File: src/srde_pkg.sv
// Shared types and constants for the signed radix digit emitter.
package srde_pkg;

    localparam int MAX_BASE       = 16;
    localparam int MAX_DIGITS     = 32;
    localparam int VALUE_W        = 32;
    localparam int CHAR_W         = 8;
    localparam int SIZE_W         = 5;
    localparam int DIGIT_W        = 4;
    localparam int ALPHA_W        = 64;
    localparam int CFG_IDX_W      = 2;
    localparam int PTR_W          = $clog2(MAX_DIGITS);
    localparam int CNT_W          = PTR_W + 1;
    localparam int BITS_PER_CYCLE = 8;
    localparam int DIV_CYCLES     = VALUE_W / BITS_PER_CYCLE;
    localparam int STEP_W         = $clog2(DIV_CYCLES);

    localparam logic [CHAR_W-1:0] CHAR_MINUS = 8'h2D;
    localparam logic [CHAR_W-1:0] CHAR_PLUS  = 8'h2B;
    localparam logic [SIZE_W-1:0] MIN_SIZE   = 5'd2;

    localparam logic [CFG_IDX_W-1:0] REG_BASE_SIZE     = 2'd0;
    localparam logic [CFG_IDX_W-1:0] REG_ALPHABET_LOW  = 2'd1;
    localparam logic [CFG_IDX_W-1:0] REG_ALPHABET_HIGH = 2'd2;

    typedef enum logic [2:0] {
        S_IDLE,
        S_CHECK,
        S_DIV,
        S_SIGN,
        S_DIGITS
    } t_state;

    typedef struct packed {
        logic load;
        logic div;
        logic emit_sign;
        logic emit_digit;
    } t_dp_cmd;

    typedef struct packed {
        logic alpha_ok;
        logic div_last;
        logic quo_zero;
        logic neg;
        logic out_free;
        logic digit_last;
    } t_dp_stat;

endpackage

File: src/srde_ctrl.sv
// Controller state machine: sequences check, division and character output.
module srde_ctrl
    import srde_pkg::*;
(
    input  logic     i_clk,
    input  logic     i_rst_n,
    input  logic     i_in_valid,
    output logic     o_in_stall,
    input  t_dp_stat i_stat,
    output t_dp_cmd  o_cmd
);

    t_state r_state;
    t_state n_state;

    always_ff @(posedge i_clk) begin
        if (!i_rst_n) begin
            r_state <= S_IDLE;
        end else begin
            r_state <= n_state;
        end
    end

    always_comb begin
        n_state = r_state;
        unique case (r_state)
            S_IDLE: begin
                if (i_in_valid) n_state = S_CHECK;
            end
            S_CHECK: begin
                n_state = i_stat.alpha_ok ? S_DIV : S_IDLE;
            end
            S_DIV: begin
                if (i_stat.div_last && i_stat.quo_zero) n_state = S_SIGN;
            end
            S_SIGN: begin
                if (!i_stat.neg || i_stat.out_free) n_state = S_DIGITS;
            end
            S_DIGITS: begin
                if (i_stat.out_free && i_stat.digit_last) n_state = S_IDLE;
            end
            default: n_state = S_IDLE;
        endcase
    end

    always_comb begin
        o_in_stall       = 1'b1;
        o_cmd            = '0;
        unique case (r_state)
            S_IDLE: begin
                o_in_stall = 1'b0;
                o_cmd.load = i_in_valid;
            end
            S_CHECK: begin
            end
            S_DIV: begin
                o_cmd.div = 1'b1;
            end
            S_SIGN: begin
                o_cmd.emit_sign = i_stat.neg && i_stat.out_free;
            end
            S_DIGITS: begin
                o_cmd.emit_digit = i_stat.out_free;
            end
            default: begin
            end
        endcase
    end

endmodule

File: src/srde_dp.sv
// Datapath: configuration registers, alphabet check, divider, digit stack, output register.
module srde_dp
    import srde_pkg::*;
(
    input  logic                        i_clk,
    input  logic                        i_rst_n,
    input  logic                        i_cfg_we,
    input  logic [CFG_IDX_W-1:0]        i_cfg_index,
    input  logic [ALPHA_W-1:0]          i_cfg_data,
    input  logic signed [VALUE_W-1:0]   i_value,
    input  logic                        i_out_stall,
    input  t_dp_cmd                     i_cmd,
    output t_dp_stat                    o_stat,
    output logic                        o_out_valid,
    output logic [CHAR_W-1:0]           o_out_char,
    output logic                        o_last
);

    logic [SIZE_W-1:0]      r_base_size;
    logic [ALPHA_W-1:0]     r_alpha_low;
    logic [ALPHA_W-1:0]     r_alpha_high;

    logic [VALUE_W-1:0]     r_mag;
    logic [DIGIT_W-1:0]     r_rem;
    logic                   r_neg;
    logic [STEP_W-1:0]      r_step;
    logic [DIGIT_W-1:0]     r_dig [MAX_DIGITS];
    logic [CNT_W-1:0]       r_nd;
    logic                   r_out_valid;
    logic [CHAR_W-1:0]      r_out_char;
    logic                   r_last;

    logic [SIZE_W-1:0]      used_size;
    logic [2*ALPHA_W-1:0]   alphabet;
    logic                   alpha_ok;
    logic [VALUE_W-1:0]     n_mag;
    logic [DIGIT_W-1:0]     n_rem;
    logic [PTR_W-1:0]       rd_ptr;
    logic [DIGIT_W-1:0]     rd_digit;
    logic [VALUE_W-1:0]     raw;

    assign alphabet  = {r_alpha_high, r_alpha_low};
    assign used_size = (r_base_size > SIZE_W'(MAX_BASE)) ? SIZE_W'(MAX_BASE) : r_base_size;
    assign raw       = i_value;

    // alphabet validity: size, sign characters, duplicates among used positions
    always_comb begin
        logic [CHAR_W-1:0] ci;
        alpha_ok = (used_size >= MIN_SIZE);
        for (int i = 0; i < MAX_BASE; i++) begin
            ci = alphabet[i*CHAR_W +: CHAR_W];
            if (SIZE_W'(i) < used_size) begin
                if (ci == CHAR_MINUS || ci == CHAR_PLUS) alpha_ok = 1'b0;
                for (int j = i + 1; j < MAX_BASE; j++) begin
                    if (SIZE_W'(j) < used_size && alphabet[j*CHAR_W +: CHAR_W] == ci)
                        alpha_ok = 1'b0;
                end
            end
        end
    end

    // restoring division, BITS_PER_CYCLE quotient bits per cycle
    always_comb begin
        logic [SIZE_W-1:0] sh;
        logic [DIGIT_W-1:0] rem;
        logic [VALUE_W-1:0] mag;
        rem = r_rem;
        mag = r_mag;
        for (int k = 0; k < BITS_PER_CYCLE; k++) begin
            sh = {rem, mag[VALUE_W-1]};
            if (sh >= used_size) begin
                sh  = sh - used_size;
                mag = {mag[VALUE_W-2:0], 1'b1};
            end else begin
                mag = {mag[VALUE_W-2:0], 1'b0};
            end
            rem = sh[DIGIT_W-1:0];
        end
        n_mag = mag;
        n_rem = rem;
    end

    assign rd_ptr   = PTR_W'(r_nd - CNT_W'(1));
    assign rd_digit = r_dig[rd_ptr];

    assign o_stat.alpha_ok   = alpha_ok;
    assign o_stat.div_last   = (r_step == STEP_W'(DIV_CYCLES - 1));
    assign o_stat.quo_zero   = (n_mag == '0);
    assign o_stat.neg        = r_neg;
    assign o_stat.out_free   = !r_out_valid || !i_out_stall;
    assign o_stat.digit_last = (r_nd == CNT_W'(1));

    always_ff @(posedge i_clk) begin
        if (!i_rst_n) begin
            r_base_size  <= '0;
            r_alpha_low  <= '0;
            r_alpha_high <= '0;
        end else if (i_cfg_we) begin
            unique case (i_cfg_index)
                REG_BASE_SIZE:     r_base_size  <= i_cfg_data[SIZE_W-1:0];
                REG_ALPHABET_LOW:  r_alpha_low  <= i_cfg_data;
                REG_ALPHABET_HIGH: r_alpha_high <= i_cfg_data;
                default: begin
                end
            endcase
        end
    end

    always_ff @(posedge i_clk) begin
        if (!i_rst_n) begin
            r_step <= '0;
            r_nd   <= '0;
        end else if (i_cmd.load) begin
            r_step <= '0;
            r_nd   <= '0;
        end else if (i_cmd.div) begin
            r_step <= r_step + STEP_W'(1);
            if (o_stat.div_last) r_nd <= r_nd + CNT_W'(1);
        end else if (i_cmd.emit_digit) begin
            r_nd <= r_nd - CNT_W'(1);
        end
    end

    always_ff @(posedge i_clk) begin
        if (i_cmd.load) begin
            r_neg <= raw[VALUE_W-1];
            r_mag <= raw[VALUE_W-1] ? (VALUE_W'(0) - raw) : raw;
            r_rem <= '0;
        end else if (i_cmd.div) begin
            r_mag <= n_mag;
            if (o_stat.div_last) begin
                r_dig[r_nd[PTR_W-1:0]] <= n_rem;
                r_rem                  <= '0;
            end else begin
                r_rem <= n_rem;
            end
        end
    end

    always_ff @(posedge i_clk) begin
        if (!i_rst_n) begin
            r_out_valid <= 1'b0;
        end else if (i_cmd.emit_sign || i_cmd.emit_digit) begin
            r_out_valid <= 1'b1;
        end else if (!i_out_stall) begin
            r_out_valid <= 1'b0;
        end
    end

    always_ff @(posedge i_clk) begin
        if (i_cmd.emit_sign) begin
            r_out_char <= CHAR_MINUS;
            r_last     <= 1'b0;
        end else if (i_cmd.emit_digit) begin
            r_out_char <= alphabet[rd_digit*CHAR_W +: CHAR_W];
            r_last     <= (r_nd == CNT_W'(1));
        end
    end

    assign o_out_valid = r_out_valid;
    assign o_out_char  = r_out_char;
    assign o_last      = r_last;

endmodule

File: src/signed_radix_digit_emitter.sv
// Top level of the signed radix digit emitter.
// Prints one signed 32-bit value per input transfer as a run of characters in the
// configured base, most significant digit first, with a leading '-' for negative
// values and o_last on the final character. An invalid alphabet (size below 2,
// a repeated character, or '+' or '-' among the digits) yields no characters.
// One item is handled at a time: the alphabet check, then one division per digit in
// the shared divider (8 quotient bits per cycle), then the sign step (taken for
// positive values too), then the digits through the output register. The next
// input transfer is taken once the last character is loaded into the output
// register. An item with an invalid alphabet goes back to idle after the check.
module signed_radix_digit_emitter
    import srde_pkg::*;
(
    input  logic                        i_clk,
    input  logic                        i_rst_n,
    input  logic                        i_cfg_we,
    input  logic [CFG_IDX_W-1:0]        i_cfg_index,
    input  logic [ALPHA_W-1:0]          i_cfg_data,
    input  logic                        i_in_valid,
    output logic                        o_in_stall,
    input  logic signed [VALUE_W-1:0]   i_value,
    output logic                        o_out_valid,
    input  logic                        i_out_stall,
    output logic [CHAR_W-1:0]           o_out_char,
    output logic                        o_last
);

    t_dp_cmd  cmd;
    t_dp_stat stat;

    srde_ctrl u_ctrl (
        .i_clk      (i_clk),
        .i_rst_n    (i_rst_n),
        .i_in_valid (i_in_valid),
        .o_in_stall (o_in_stall),
        .i_stat     (stat),
        .o_cmd      (cmd)
    );

    srde_dp u_dp (
        .i_clk       (i_clk),
        .i_rst_n     (i_rst_n),
        .i_cfg_we    (i_cfg_we),
        .i_cfg_index (i_cfg_index),
        .i_cfg_data  (i_cfg_data),
        .i_value     (i_value),
        .i_out_stall (i_out_stall),
        .i_cmd       (cmd),
        .o_stat      (stat),
        .o_out_valid (o_out_valid),
        .o_out_char  (o_out_char),
        .o_last      (o_last)
    );

endmodule
File: config.mk
export PLATFORM = sky130hd
export DESIGN_NAME = signed_radix_digit_emitter
export DESIGN_NICKNAME = d
export VERILOG_FILES = /design/src/srde_pkg.sv /design/src/srde_ctrl.sv /design/src/srde_dp.sv /design/src/signed_radix_digit_emitter.sv
export SDC_FILE = /design/constraint.sdc
export NUM_CORES = 1
export LEC_CHECK = 0
export BUFFER_PORTS_ARGS = -buffer_cell sky130_fd_sc_hd__buf_2
export CAP_MARGIN = 0
export CORE_MARGIN = 2
export CORE_UTILIZATION = 25
export CTS_CLUSTER_SIZE = 24
export DETAILED_ROUTE_END_ITERATION = 10
export MAX_ROUTING_LAYER = met4
export PLACE_DENSITY = 0.42
export SETUP_SLACK_MARGIN = 0.02
export SLEW_MARGIN = 10
export SYNTH_ARGS = -nofsm -noshare
export SYNTH_HDL_FRONTEND = slang
export SYNTH_SLANG_ARGS = --single-unit
File: constraint.sdc
create_clock -name i_clk -period 17.4 [get_ports i_clk]
set_clock_uncertainty 0.1 [all_clocks]
set_input_delay 5.22 -clock i_clk [delete_from_list [all_inputs] [get_ports i_clk]]
set_output_delay 5.22 -clock i_clk [all_outputs]
set_load 0.02 [all_outputs]
==> results of run 1 <==
==> cell usage after synthesis, types with 33 or more instances <==
master and count:
clkbuf_1 182, a31oi_1 37, buf_1 118, nand4_1 181, ha_1 47, buf_2 44
xnor2_1 721, a21oi_1 190, nor3_1 77, mux4_2 35, nor2_1 81, edfxtp_1 161
xor2_1 307, nor4_1 96, dfxtp_1 158, o21ai_0 34, nand2_1 337, mux2i_1 77
nand3_1 42, inv_1 33
==> worst max-delay path: cells and delay by family (launching register included) <==
| family | cells | cell delay, ns |
|---|---|---|
| compound gates | 28 | 6.51 |
| fa+ha+maj | 8 | 2.36 |
| buf+inv | 6 | 0.37 |
| mux | 7 | 2.84 |
| simple gates | 11 | 1.84 |
| flops | 1 | 0.69 |
==> per-layer routing <==
| layer | track usage | vias up | wire [um] |
|---|---|---|---|
| li1 | - | 11000 | - |
| met1 | 0.299 | 12100 | 55800 |
| met2 | 0.305 | 1142 | 51300 |
| met3 | 0.0365 | 265 | 10500 |
| met4 | 0.0725 | 0 | 4600 |
| met5 | - | - | 0 |
==> cell families after synthesis <==
group | share of synthesized area
adder cells (fa/ha/maj) | 0.0266
AND/OR/NAND/NOR | 0.166
flip-flops | 0.284
AO/OA/AOI/OAI | 0.0814
XOR/XNOR | 0.321
multiplexers | 0.0654
buffers and inverters | 0.0557
==> final cells by class <==
type	instances	area (um^2)	area share
Multi-Input combinational cell	2512	18600	0.587
Clock inverter	20	236	0.00745
Clock buffer	56	1120	0.0354
Sequential cell	319	8000	0.252
Antenna cell	4	10.0	0.000315
Tap cell	1500	1880	0.0591
Inverter	36	138	0.00434
Timing Repair Buffer	267	1720	0.0543
==> metrics by stage <==
step                instance area (um^2)  cells   util  setup slack, ns
finish                             31700   4714  0.283             2.27
global route                       31700   4712  0.283             1.13
CTS                                31700   4710  0.283             2.14
detailed placement                 30400   4634  0.271             2.24
global placement                   30400   4634  0.271             2.43
floorplan                          28100   3220      -             3.09
==> flip-flops by register name, indices dropped and copies added, names as in the netlist <==
name,cells
u_dp.o_out_valid,1
u_dp.r_alpha_high,64
u_dp.o_last,1
u_dp.r_alpha_low,64
u_dp.r_neg,1
u_dp.r_dig,128
u_dp.o_out_char,8
u_dp.r_nd,6
u_dp.r_step,2
u_dp.r_base_size,5
u_dp.r_mag,32
u_ctrl.r_state,3
u_dp.r_rem,4
==> worst max-delay path by stage <==
stage / startpoint / cells after the start / end / slack, ns
global placement: u_dp.r_base_size[0] / 60 / u_dp.r_dig[6][1] / 2.43
CTS: u_dp.r_base_size[0] / 60 / u_dp.r_dig[21][1] / 2.14
detailed placement: u_dp.r_base_size[0] / 60 / u_dp.r_dig[7][1] / 2.24
floorplan: u_dp.r_base_size[4] / 65 / u_dp.r_dig[0][3] / 3.09
global route: u_dp.r_base_size[0] / 60 / u_dp.r_dig[20][1] / 1.13
finish: u_dp.r_base_size[0] / 60 / u_dp.r_dig[22][1] / 2.27
==> run_results.csv, run 1 <==
group,metric,value,unit
worst_setup_path,crit_path_end_kind,"flip-flop",
worst_setup_path,slowest_delay,0.79,ns
clock_network,cts_tree,"yes",
hold_path,worstHoldEndpoint,"u_dp.r_alpha_low[53]",
synth,yosys_register_bits,319,
worst_setup_path,arrival,15.31,ns
global_route,antenna_found_initial,3,
timing,rsz0062_at_grt,"no",
synth,synthCells,3220,
synth,synth_edf_count,161,
synth,synth_warnings,0,
timing,setup_tns,0,ns
synth,synth_top_area_frac,0.224,
timing,setup-violations-final,0,
route,first_pass_iters,5,
die,die_y,339,um
global_route,grt_overflow,0,
synth,syn_avg_cell_area,8.74,um^2
clock_network,postCtsSetupRepairBufs,0,
die,std_cell_rows,123,
status,status,"complete, no violations",
global_route,grt_usage,0.212,
synth,synth-main-ff-cell,"edfxtp_1",
route,vias,24500,
worst_setup_path,crit_top_cell,"a21o_1",
worst_setup_path,ff2ff_setup_slack,2.27,ns
timing,min_period,15.13,ns
worst_setup_path,reg2reg_depth,60,
timing,slew_viol_final,0,
worst_setup_path,critPathLaunchType,"flip-flop",
timing,clock.fmax,66.1,MHz
worst_setup_path,critical_path_class,"reg -> reg",
synth,syn_area,28100,um^2
route,vias_per_cell,5.21,
layout,area_delta_synth_final,12.8,%
worst_setup_path,worstPathRequired,17.59,ns
worst_setup_path,cp_max_fo,33,
synth,syn_nets,3378,
die,die_w,339,um
global_route,grt_max_degree,72,
clock_network,clock_sinks,319,
clock_network,h-tree-depth,2,
flow_run,drv_cap,0,
route,drtIter0Drc,2979,
worst_setup_path,r2r-end,"u_dp.r_dig[22][1]",
die,coreArea,112000,um^2
clock_network,numCtsBuffers,41,
timing,relSlewSlack,0.218,
synth,synth.largest_area_cell,"xnor2_1",
synth,seq_area_frac_synth,0.284,
route,totalWireLength,122,mm
layout,drive_gt1_frac,0.131,
clock_network,cts_buffer_depth,3,
clock_network,post_cts_resized,0,
synth,synth.top_cells.by_area,"xnor2_1 (22%), edfxtp_1 (17%), dfxtp_1 (11%)",
hold_path,hold_path_class,"reg -> reg",
layout,mostFrequentLayoutCell,"xnor2_1",
placed_design,hpwl,77.2,mm
route,wire_per_inst,25.9,um
hold_path,min_path_cells,2,
route,drc,0,
worst_setup_path,slowest_stage,"mux2i_4",
hold_path,hold_path_startpoint,"u_dp.r_alpha_low[53]",
placed_design,place_congestion,0.976,
timing,worst_pin_slew,1.16,ns
die,die_area,115000,um^2
timing,fin_hold_ws,0.353,ns
clock_network,clk_pin_slew,0.07,ns
timing,fin_crit_sh,0.869,
global_route,grt_pass1_wl,176,mm
layout,fillers,12000,
synth,async_flop_share,0,
global_route,grt_pass1_vias,23500,
timing,hold_viol_final,0,
route,ant_nets,0,
worst_setup_path,r2r-start,"u_dp.r_base_size[0]",
die,io_pins,114,
clock_network,clk_latency,0.64,ns
placed_design,io_buffers,113,
layout,layout_common_cells,"xnor2_1 (721), nand2_1 (336), xor2_1 (307)",
layout,fin_nets,3335,
synth,synth_cell_types,75,
clock_network,clockRootBuffer,"clkbuf_16",
clock_network,hold_buffers,0,
die,start_util,0.251,
Power of run 1 is not shown: default switching activity piles up to over one toggle a cycle in this logic, so the estimate is an artifact.
==> run 2, diff against run 1 <==
--- a/config.mk
+++ b/config.mk
@@ -6,13 +6,14 @@
 export NUM_CORES = 1
 export LEC_CHECK = 0
 export BUFFER_PORTS_ARGS = -buffer_cell sky130_fd_sc_hd__buf_2
-export CAP_MARGIN = 0
+export CAP_MARGIN = 20
 export CORE_MARGIN = 2
 export CORE_UTILIZATION = 25
 export CTS_CLUSTER_SIZE = 24
 export DETAILED_ROUTE_END_ITERATION = 10
 export MAX_ROUTING_LAYER = met4
 export PLACE_DENSITY = 0.42
+export REMOVE_ABC_BUFFERS = 1
 export SETUP_SLACK_MARGIN = 0.02
 export SLEW_MARGIN = 10
 export SYNTH_ARGS = -nofsm -noshare
==> run 2 against run 1 <==
Compared with the run above: fmax grew 0.48%; cell count is essentially flat; highest routed layer unchanged; first-iteration DRC count fell by 23%; register-to-register slack improved by 0.07 ns; via count fell by 0.52%; die area unchanged; routed wire length down 1.5%; critical endpoint is now u_dp.r_dig[1][3]; critical path depth up 4; worst setup slack better by 0.073 ns.
==> run_results.csv, run 2 (synthesis results as in run 1) <==
group,metric,value,unit
status,status,"complete, no violations",
flow_run,drv_cap,0,
worst_setup_path,crit_path_end_kind,"flip-flop",
layout,mostFrequentLayoutCell,"xnor2_1",
clock_network,cts_tree,"yes",
clock_network,clockRootBuffer,"clkbuf_16",
clock_network,clock_sinks,319,
die,std_cell_rows,123,
die,die_w,339,um
worst_setup_path,path_delay_family,"compound AO/OA/AOI/OAI gates",
die,coreArea,112000,um^2
placed_design,hpwl,75.6,mm
global_route,grt_pass1_wl,175,mm
global_route,grt_max_degree,70,
route,vias,24400,
worst_setup_path,cp_max_fo,33,
route,totalWireLength,120,mm
layout,layout_common_cells,"xnor2_1 (721), nand2_1 (336), xor2_1 (307)",
placed_design,place_congestion,0.972,
timing,min_period,15.05,ns
timing,slew_viol_final,0,
layout,area_delta_synth_final,12.6,%
timing,worst_pin_slew,0.919,ns
layout,largest_reg_flops,128,
global_route,grt_overflow,0,
timing,setup-violations-final,0,
route,drc,0,
timing,clock.fmax,66.4,MHz
global_route,grtUsageMet2,0.324,
die,die_y,339,um
worst_setup_path,worstPathRequired,17.66,ns
worst_setup_path,slowest_delay,0.55,ns
global_route,grt_usage,0.210,
route,vias_per_cell,5.18,
clock_network,post_cts_resized,0,
die,start_util,0.251,
worst_setup_path,crit_buf_inv,8,
timing,setup_tns,0,ns
die,io_pins,114,
global_route,grt_use_met1,0.271,
global_route,grt_busiest_layer,"met2",
clock_network,numCtsBuffers,39,
clock_network,postCtsSetupRepairBufs,0,
route,wire_per_inst,25.6,um
route,first_pass_iters,5,
worst_setup_path,crit_top_cell,"a21o_1",
layout,fin_nets,3334,
timing,hold_viol_final,0,
worst_setup_path,critical_path_class,"reg -> reg",
hold_path,hold_path_class,"reg -> reg",
global_route,grtUsageMet3,0.0348,
worst_setup_path,critPathLaunchType,"flip-flop",
clock_network,hold_buffers,0,
clock_network,clk_pin_slew,0.07,ns
layout,drive_gt1_frac,0.132,
clock_network,h-tree-depth,2,
placed_design,io_buffers,113,
timing,relSlewSlack,0.382,
global_route,grt_pass1_vias,23800,
worst_setup_path,arrival,15.31,ns
timing,fin_crit_sh,0.865,
clock_network,cts_buffer_depth,3,
global_route,antenna_found_initial,17,
worst_setup_path,slowest_stage,"nand2b_1",
layout,fillers,12100,
clock_network,clk_latency,0.61,ns
die,die_area,115000,um^2
route,drtIter0Drc,2287,
timing,rsz0062_at_grt,"no",
route,ant_nets,0,
## run 2: worst paths after layout
kind,startpoint,end,slack [ns],cells after the start
worst max register to register,u_dp.r_base_size[4],u_dp.r_dig[1][3],2.35,64
worst min register to register,u_dp.r_alpha_low[1],u_dp.r_alpha_low[1],0.36,2
worst max-delay path,u_dp.r_base_size[4],u_dp.r_dig[1][3],2.35,64
worst min-delay path,u_dp.r_alpha_low[1],u_dp.r_alpha_low[1],0.36,2
## run 2: stage by stage
| step | setup WS, ns | utilization | instance area [um^2] | hold slack, ns | std cells |
|---|---|---|---|---|---|
| 6_report | 2.35 | 0.283 | 31700 | 0.355 | 4712 |
| 5_1_grt | 1.12 | 0.283 | 31700 | 0.379 | 4712 |
| 4_1_cts | 2.15 | 0.283 | 31700 | 0.356 | 4706 |
| 3_5_place_dp | 2.22 | 0.271 | 30400 | 0.348 | 4635 |
| 3_3_place_gp | 2.45 | 0.271 | 30400 | 0.346 | 4635 |
| 2_1_floorplan | 3.31 | - | 26700 | 0.340 | 2867 |
## run 2: routing by layer
layer	wire length [um]	part of all wire
met5	0	0
met2	53900	0.45
met3	8530	0.071
met4	5660	0.047
met1	52400	0.44
## run 2: layout make-up
| class | count | area [um^2] | area share |
|---|---|---|---|
| clock buffers | 43 | 1000 | 0.0316 |
| clock inverters | 28 | 300 | 0.00948 |
| well taps | 1500 | 1880 | 0.0593 |
| flip-flops and latches | 319 | 8000 | 0.253 |
| repair buffers | 268 | 1730 | 0.0546 |
| inverters | 36 | 138 | 0.00435 |
| multi-input cells | 2512 | 18600 | 0.588 |
| diodes | 6 | 15.0 | 0.000474 |
## run 2: tightest hold or removal path: stages (launching register included)
cell and delay, ns:
dfxtp_1 0.31, nand2_1 0.05, a21oi_1 0.05
Power of run 2 is left out for the same reason.
==> run 3, diff against run 2 <==
==> constraint.sdc (replaced) <==
create_clock -name i_clk -period 19.1 [get_ports i_clk]
set_clock_uncertainty 0.1 [all_clocks]
set_input_delay 5.73 -clock i_clk [delete_from_list [all_inputs] [get_ports i_clk]]
set_output_delay 5.73 -clock i_clk [all_outputs]
set_load 0.05 [all_outputs]
==> run 3 against run 2 <==
Compared with the run above: critical path depth did not move; cell count did not move; sequential share of layout area barely moved; global-route usage rose by 0.072 points; critical endpoint is now u_dp.r_dig[12][3]; highest routed layer unchanged.
==> run_results.csv, run 3 (synthesis results as in run 1) <==
group,metric,value,unit
status,status,"complete, no violations",
worst_setup_path,crit_top_cell,"a21o_1",
layout,seqCellArea,8000,um^2
flow_run,drv_cap,0,
placed_design,place_congestion,0.971,
clock_network,h-tree-depth,2,
worst_setup_path,worstPathRequired,19.37,ns
timing,min_period,15.01,ns
global_route,grt_pass1_wl,176,mm
worst_setup_path,slowest_stage,"nand2b_1",
worst_setup_path,cp_max_fo,33,
hold_path,hold_path_class,"reg -> reg",
timing,fin_crit_sh,0.786,
global_route,grt_overflow,0,
route,vias,24400,
layout,largest_reg_flops,128,
global_route,grt_pass1_vias,23700,
die,die_area,115000,um^2
clock_network,hold_buffers,0,
die,std_cell_rows,123,
layout,multi_input_area,18600,um^2
clock_network,post_cts_resized,0,
timing,slew_viol_final,0,
timing,relSlewSlack,0.376,
route,wire_per_inst,25.6,um
die,coreArea,112000,um^2
worst_setup_path,crit_path_end_kind,"flip-flop",
layout,drive_gt1_frac,0.133,
timing,setup-violations-final,0,
worst_setup_path,arrival,15.28,ns
timing,clock.fmax,66.6,MHz
die,io_pins,114,
clock_network,clock_sinks,319,
route,totalWireLength,121,mm
global_route,grt_max_degree,72,
worst_setup_path,critical_path_class,"reg -> reg",
placed_design,hpwl,75.7,mm
clock_network,clk_latency,0.62,ns
layout,area_delta_synth_final,12.6,%
route,drc,0,
timing,rsz0062_at_grt,"no",
layout,layout_common_cells,"xnor2_1 (721), nand2_1 (336), xor2_1 (307)",
layout,fin_util,0.283,
layout,fin_nets,3333,
route,vias_per_cell,5.19,
timing,setup_tns,0,ns
clock_network,numCtsBuffers,39,
clock_network,cts_buffer_depth,3,
global_route,antenna_found_initial,17,
layout,mostFrequentLayoutCell,"xnor2_1",
worst_setup_path,slowest_delay,0.54,ns
clock_network,clk_pin_slew,0.08,ns
die,start_util,0.251,
route,drtIter0Drc,2314,
clock_network,cts_tree,"yes",
timing,hold_viol_final,0,
die,die_y,339,um
layout,fillers,12100,
timing,fin_hold_ws,0.352,ns
worst_setup_path,critPathLaunchType,"flip-flop",
route,ant_nets,0,
die,die_w,339,um
clock_network,clockRootBuffer,"clkbuf_16",
placed_design,io_buffers,113,
route,first_pass_iters,5,
clock_network,postCtsSetupRepairBufs,0,
global_route,grt_usage,0.210,
timing,worst_pin_slew,0.936,ns
-- run 3: metal layers --
layer	wire, um	vias to the layer above	global-route usage
met3	9020	310	0.0339
met1	52600	12000	0.275
met4	5350	0	0.0820
met2	53900	1112	0.325
li1	-	11000	-
met5	0	-	-
-- run 3: through the flow --
stage	cells	setup WS, ns	instance area [um^2]
after global placement	4634	4.19	30400
after CTS	4706	3.99	31700
after floorplan	2867	5.01	26700
final	4712	4.09	31700
after global routing	4711	2.95	31700
after detailed placement	4634	4.06	30400
-- run 3: area by class of cell --
class                      count  area share
timing repair buffer         267      0.0543
sequential                   319       0.253
antenna                        6    0.000474
multi-input combinational   2512       0.587
clock inverter                28     0.00971
clock buffer                  44      0.0320
tap                         1500      0.0592
inverter                      36     0.00434
-- run 3: worst max-delay path: cells and delay by family, from the launching register on --
| kind | cells | cell delay (ns) |
|---|---|---|
| AND/OR/NAND/NOR | 12 | 1.99 |
| buffers and inverters | 8 | 1.11 |
| AO/OA/AOI/OAI | 30 | 6.60 |
| adder cells (fa/ha/maj) | 8 | 2.36 |
| flip-flops | 1 | 0.53 |
| multiplexers | 6 | 2.03 |
-- run 3: final timing paths --
check / startpoint / endpoint / slack [ns] / depth (start not counted)
worst max register to register: u_dp.r_base_size[4] / u_dp.r_dig[12][3] / 4.09 / 64
worst min-delay path: u_dp.r_alpha_high[59] / u_dp.r_alpha_high[59] / 0.35 / 2
worst max-delay path: u_dp.r_base_size[4] / u_dp.r_dig[12][3] / 4.09 / 64
worst min register to register: u_dp.r_alpha_high[59] / u_dp.r_alpha_high[59] / 0.35 / 2
Power of run 3 is left out for the same reason.
